File: config.mk
export PLATFORM = sky130hd
export DESIGN_NAME = csx_out_fifo
export DESIGN_NICKNAME = d
export VERILOG_FILES = /design/src/sv/csx_pkg.sv /design/src/sv/csx_out_fifo.sv
export SDC_FILE = /design/constraint.sdc
export NUM_CORES = 1
export LEC_CHECK = 0
export BUFFER_PORTS_ARGS = -buffer_cell sky130_fd_sc_hd__buf_2
export CORE_MARGIN = 8
export CORE_UTILIZATION = 59
export DETAILED_ROUTE_END_ITERATION = 8
export GPL_TIMING_DRIVEN = 0
export HOLD_SLACK_MARGIN = 0.05
export PLACE_DENSITY = 0.84
export SLEW_MARGIN = 20
export SYNTH_ARGS = -nofsm -noshare
export SYNTH_HDL_FRONTEND = slang
export SYNTH_SLANG_ARGS = --single-unit
File: constraint.sdc
create_clock -name clk -period 7.27 [get_ports clk]
set_input_delay 0.727 -clock clk [delete_from_list [all_inputs] [get_ports clk]]
set_output_delay 0.727 -clock clk [all_outputs]
set_load 0.1 [all_outputs]
File: src/sv/csx_pkg.sv
// Shared types and constants for the subarray XOR counting unit.
// Depends on nothing; csx_out_fifo and count_subarrays_with_xor_unit refer to it by scoped names.
package csx_pkg;

	// Fixed field widths of the item and result beats
	localparam int DATA_BITS  = 16;
	localparam int TOTAL_BITS = 31;

	// Epoch tag stored with each histogram word; a wrap forces a clearing sweep
	localparam int EPOCH_BITS = 8;

	// Result buffer depth: covers the beat in flight plus two waiting beats
	localparam int OUT_DEPTH  = 3;
	localparam int LEVEL_BITS = $clog2(OUT_DEPTH + 1);

	localparam logic [TOTAL_BITS-1:0] TOTAL_MAX = {TOTAL_BITS{1'b1}};

	typedef struct packed {
		logic [DATA_BITS-1:0] element;
		logic                 last_element;
	} item_t;

	typedef struct packed {
		logic [TOTAL_BITS-1:0] subarray_count;
		logic                  array_done;
	} result_t;

endpackage

File: src/sv/csx_out_fifo.sv
// Small result buffer that decouples the histogram pipeline from result stall.
// Depends on csx_pkg for the result beat type and the buffer depth.
module csx_out_fifo (
	input  logic                            clk,
	input  logic                            arst_n,
	input  logic                            push,
	input  csx_pkg::result_t                push_data,
	output logic                            result_valid,
	input  logic                            result_stall,
	output csx_pkg::result_t                result,
	output logic [csx_pkg::LEVEL_BITS-1:0]  level
);

	localparam int PTR_BITS = $clog2(csx_pkg::OUT_DEPTH);
	localparam logic [PTR_BITS-1:0] PTR_LAST = PTR_BITS'(csx_pkg::OUT_DEPTH - 1);

	csx_pkg::result_t                 mem_q [csx_pkg::OUT_DEPTH];
	logic [PTR_BITS-1:0]              wr_ptr_q;
	logic [PTR_BITS-1:0]              rd_ptr_q;
	logic [csx_pkg::LEVEL_BITS-1:0]   level_q;
	logic                             pop;

	assign result_valid = (level_q != '0);
	assign result       = mem_q[rd_ptr_q];
	assign pop          = result_valid && !result_stall;
	assign level        = level_q;

	// Store pushed beats
	always_ff @(posedge clk) begin
		if (push) begin
			mem_q[wr_ptr_q] <= push_data;
		end
	end

	// Advance pointers and track fill level
	always_ff @(posedge clk or negedge arst_n) begin
		if (!arst_n) begin
			wr_ptr_q <= '0;
			rd_ptr_q <= '0;
			level_q  <= '0;
		end else begin
			if (push) begin
				wr_ptr_q <= (wr_ptr_q == PTR_LAST) ? '0 : wr_ptr_q + 1'b1;
			end
			if (pop) begin
				rd_ptr_q <= (rd_ptr_q == PTR_LAST) ? '0 : rd_ptr_q + 1'b1;
			end
			if (push && !pop) begin
				level_q <= level_q + 1'b1;
			end else if (pop && !push) begin
				level_q <= level_q - 1'b1;
			end
		end
	end

endmodule

==> metrics.md <==
| Metric | Value |
|---|---|
| Outcome | `finished clean` |
| CP max-delay cell | `buf_2` |
| Reg area | `3030 um^2` |
| Clock latency on the worst-skew pair | `about 0.34 ns` |
| CP Capture Type | `primary output` |
| CTS sink count | `just over 100` |
| Post-Syn Area | `a little under 4000 um^2` |
| Routed Wire Length | `7.03 mm` |
| CTS Buffer Depth | `2` |
| CP max stage delay | `between 0.4 and 0.5 ns` |
| Die Wd | `a little under 100 um` |
| First-pass GRT wire length | `~12 mm` |
| R2R depth | `3` |
| DR pass1 iterations | `4` |
| Worst Skew | `approximately 0.0061 ns` |
| Core Footprint | `approximately 6300 um^2` |
| FILL cells | `421` |
| Root buffer cell | `clkbuf_8` |
| Fin crit period | `roughly 2.5 ns` |
| Most used cell, CP | `buf_2` |
| Final ANT Viol Nets | `0` |
| Pin count of the biggest net entering global routing | `19` |
| Critical R2R Launch | `wr_ptr_q[1]$_DFFE_PN0P_` |
| Max Fanout on Critical Path | `10` |
| Placed Cells | `382` |
| Yosys cell types | `22` |
| Sequential fraction of the synthesis area | `between 70% and 80%` |
| Starting Density | `60.9%` |
| Fin nets | `about 350` |
| Final clock period utilization by the worst path | `between 30% and 40%` |
| Vias per inst | `approximately 5.4` |
| Most frequent cells in the layout | `edfxtp_1, buf_2, nand2_1` |
| Reg2reg end | `mem_q[2][21]$_DFFE_PP_` |
| Post-Syn Nets | `between 200 and 300` |
| GRT overflow | `0` |
| Max Slew Vio Count | `0` |
| CTS clk-pin slew, worst paths | `0.08 ns` |
| Area contributors post-synth | `edfxtp_1, mux2i_1, dfrtp_1` |
| Max-cap viol count | `0` |
| I/O pin count | `71` |
| Maximum achievable frequency | `396 MHz` |
| Top-area cell type share of the netlist area | `roughly three quarters` |
| Area occupied by multi-input gates | `roughly 740 um^2` |
| Area Overhead vs Synth | `17.9%` |
| Commonest non-fill, non-tap cell in the layout | `edfxtp_1` |
| Cells after Synth | `between 200 and 250` |
| Synthesized area per cell | `between 15 and 20 um^2` |
| Final std cells w/o fill | `between 300 and 400` |
| Slew HR | `about half` |
| CP required | `between 6 and 7 ns` |
| Share of layout cells above drive strength 1 | `around a third` |
| Worst Setup Start Kind | `flip-flop` |
| Die area | `~9400 um^2` |
| DRT iter0 DRCs | `roughly 160` |
| Htree depth | `3` |
| Vias in the first global route | `about 2,400` |
| Worst-margin pin slew | `roughly 0.76 ns` |
| Post-CTS setup buffers | `0` |
| Synth warn | `0` |
| Die H | `approximately 97 um` |
| Vias | `approximately 2,100` |
| Reg-to-reg setup timing slack | `5.32 ns` |
| Placer congestion estimate | `about 0.67` |
| Drc violations | `0` |
| Cell chain of the critical path | `buf_4 -> buf_2 -> nand2_1 -> o21ai_1 -> buf_2` |
| Synth Register Bits | `about 100` |
| CTS tree | `done` |
| Resize count post-CTS | `0` |
| Arrival time at the worst endpoint | `around 1.8 ns` |
| Final Hold Violating Endpoints | `0` |
| RSZ-0062 raised after global routing | `no` |
| Number of port buffers | `70` |
| # setup viols final | `0` |
| CTS buffer count | `9` |
| Hold Buf Count CTS | `0` |
| Setup TNS | `0 ns` |
| Ant diodes | `0` |
| WS Path Type | `flip-flop to primary output` |
| Detail Placement HPWL | `a little under 5 mm` |
| Synth area leader | `edfxtp_1` |
| Initial antenna violation count | `1` |
| HP Class | `input port to async pin` |
| WL/cell | `around 18 um` |
| Std cell rows | `29` |
| GR Util All Layers | `between 10% and 20%` |
[area by class of cell]
type	count	area share (%)
Clock buffer	10	2.80
Inverter	1	0.0823
Buffer	11	2.31
Tap cell	77	2.11
Multi-Input combinational cell	114	16.3
Timing Repair Buffer	77	9.28
Sequential cell	102	66.5
Clock inverter	6	0.631
[synth_stat cells]
cell type,count
nand2_1,34
buf_6,1
buf_12,3
dfrtp_1,6
nand2b_1,1
xnor2_1,1
inv_1,1
buf_2,3
or2_2,1
a21o_1,3
nor3b_1,1
xor2_1,2
o21ai_1,28
ha_1,1
o21bai_2,1
nor2_1,2
edfxtp_1,96
o21ai_0,5
mux2i_1,32
nor3_1,2
buf_4,1
clkbuf_1,3
[logic make-up (layout without fill, tap and decap cells)]
family / count (synthesis) / count (layout) / share of synthesized area [%]
AOI/OAI and AO/OA: 37 / 37 / 5.15
DFF: 102 / 102 / 78.5
buffers and inverters: 12 / 105 / 2.82
xor gates and xnor gates: 3 / 3 / 0.680
adders and majority gates: 1 / 1 / 0.324
muxes: 32 / 32 / 8.29
and+or+nand+nor: 41 / 41 / 4.27
[sequential cells by signal (all words and copies together) (netlist names)]
| name | count |
|---|---|
| wr_ptr_q | 2 |
| mem_q | 96 |
| level | 2 |
| rd_ptr_q | 2 |
[critical path, delay by kind of cell, from the launching register on]
family,cells,cell delay [ns]
buffers and inverters,3,0.88
DFF,1,0.40
AOI/OAI and AO/OA,1,0.10
and+or+nand+nor,1,0.08
[metrics by stage]
stage,cell area (um^2),hold slack (ns),util [%],worst slack [ns]
floorplan,3860,0.431,-,3.63
global placement,4310,0.500,67.9,1.97
detailed placement,4400,0.533,69.3,4.89
CTS,4560,0.176,71.8,4.70
global route,4560,0.180,71.8,4.58
finish,4560,0.189,71.8,4.74
[routing by layer]
layer | share of wire, % | up-vias | GRT usage (%)
li1 | - | 1029 | -
met1 | 42 | 1051 | 17.1
met2 | 52 | 56 | 27.1
met3 | 4.7 | 6 | 3.84
met4 | 0.87 | 2 | 6.04
met5 | 0.13 | - | 0
[worst max-delay path by stage]
| stage | startpoint | endpoint | slack [ns] | cells after the start |
|---|---|---|---|---|
| 2_1_floorplan | push | mem_q[2][0]$_DFFE_PP_ | 3.63 | 2 |
| 3_3_place_gp | push | mem_q[2][13]$_DFFE_PP_ | 1.97 | 3 |
| 3_5_place_dp | push | mem_q[2][13]$_DFFE_PP_ | 4.89 | 5 |
| 4_1_cts | rd_ptr_q[1]$_DFFE_PN0P_ | result[14] | 4.70 | 5 |
| 5_1_grt | rd_ptr_q[1]$_DFFE_PN0P_ | result[12] | 4.58 | 5 |
| 6_report | rd_ptr_q[1]$_DFFE_PN0P_ | result[9] | 4.74 | 5 |
Power is left out: the tool's default activity adds up to more than one toggle a clock period on the data nets, which glitch-free logic cannot reach.
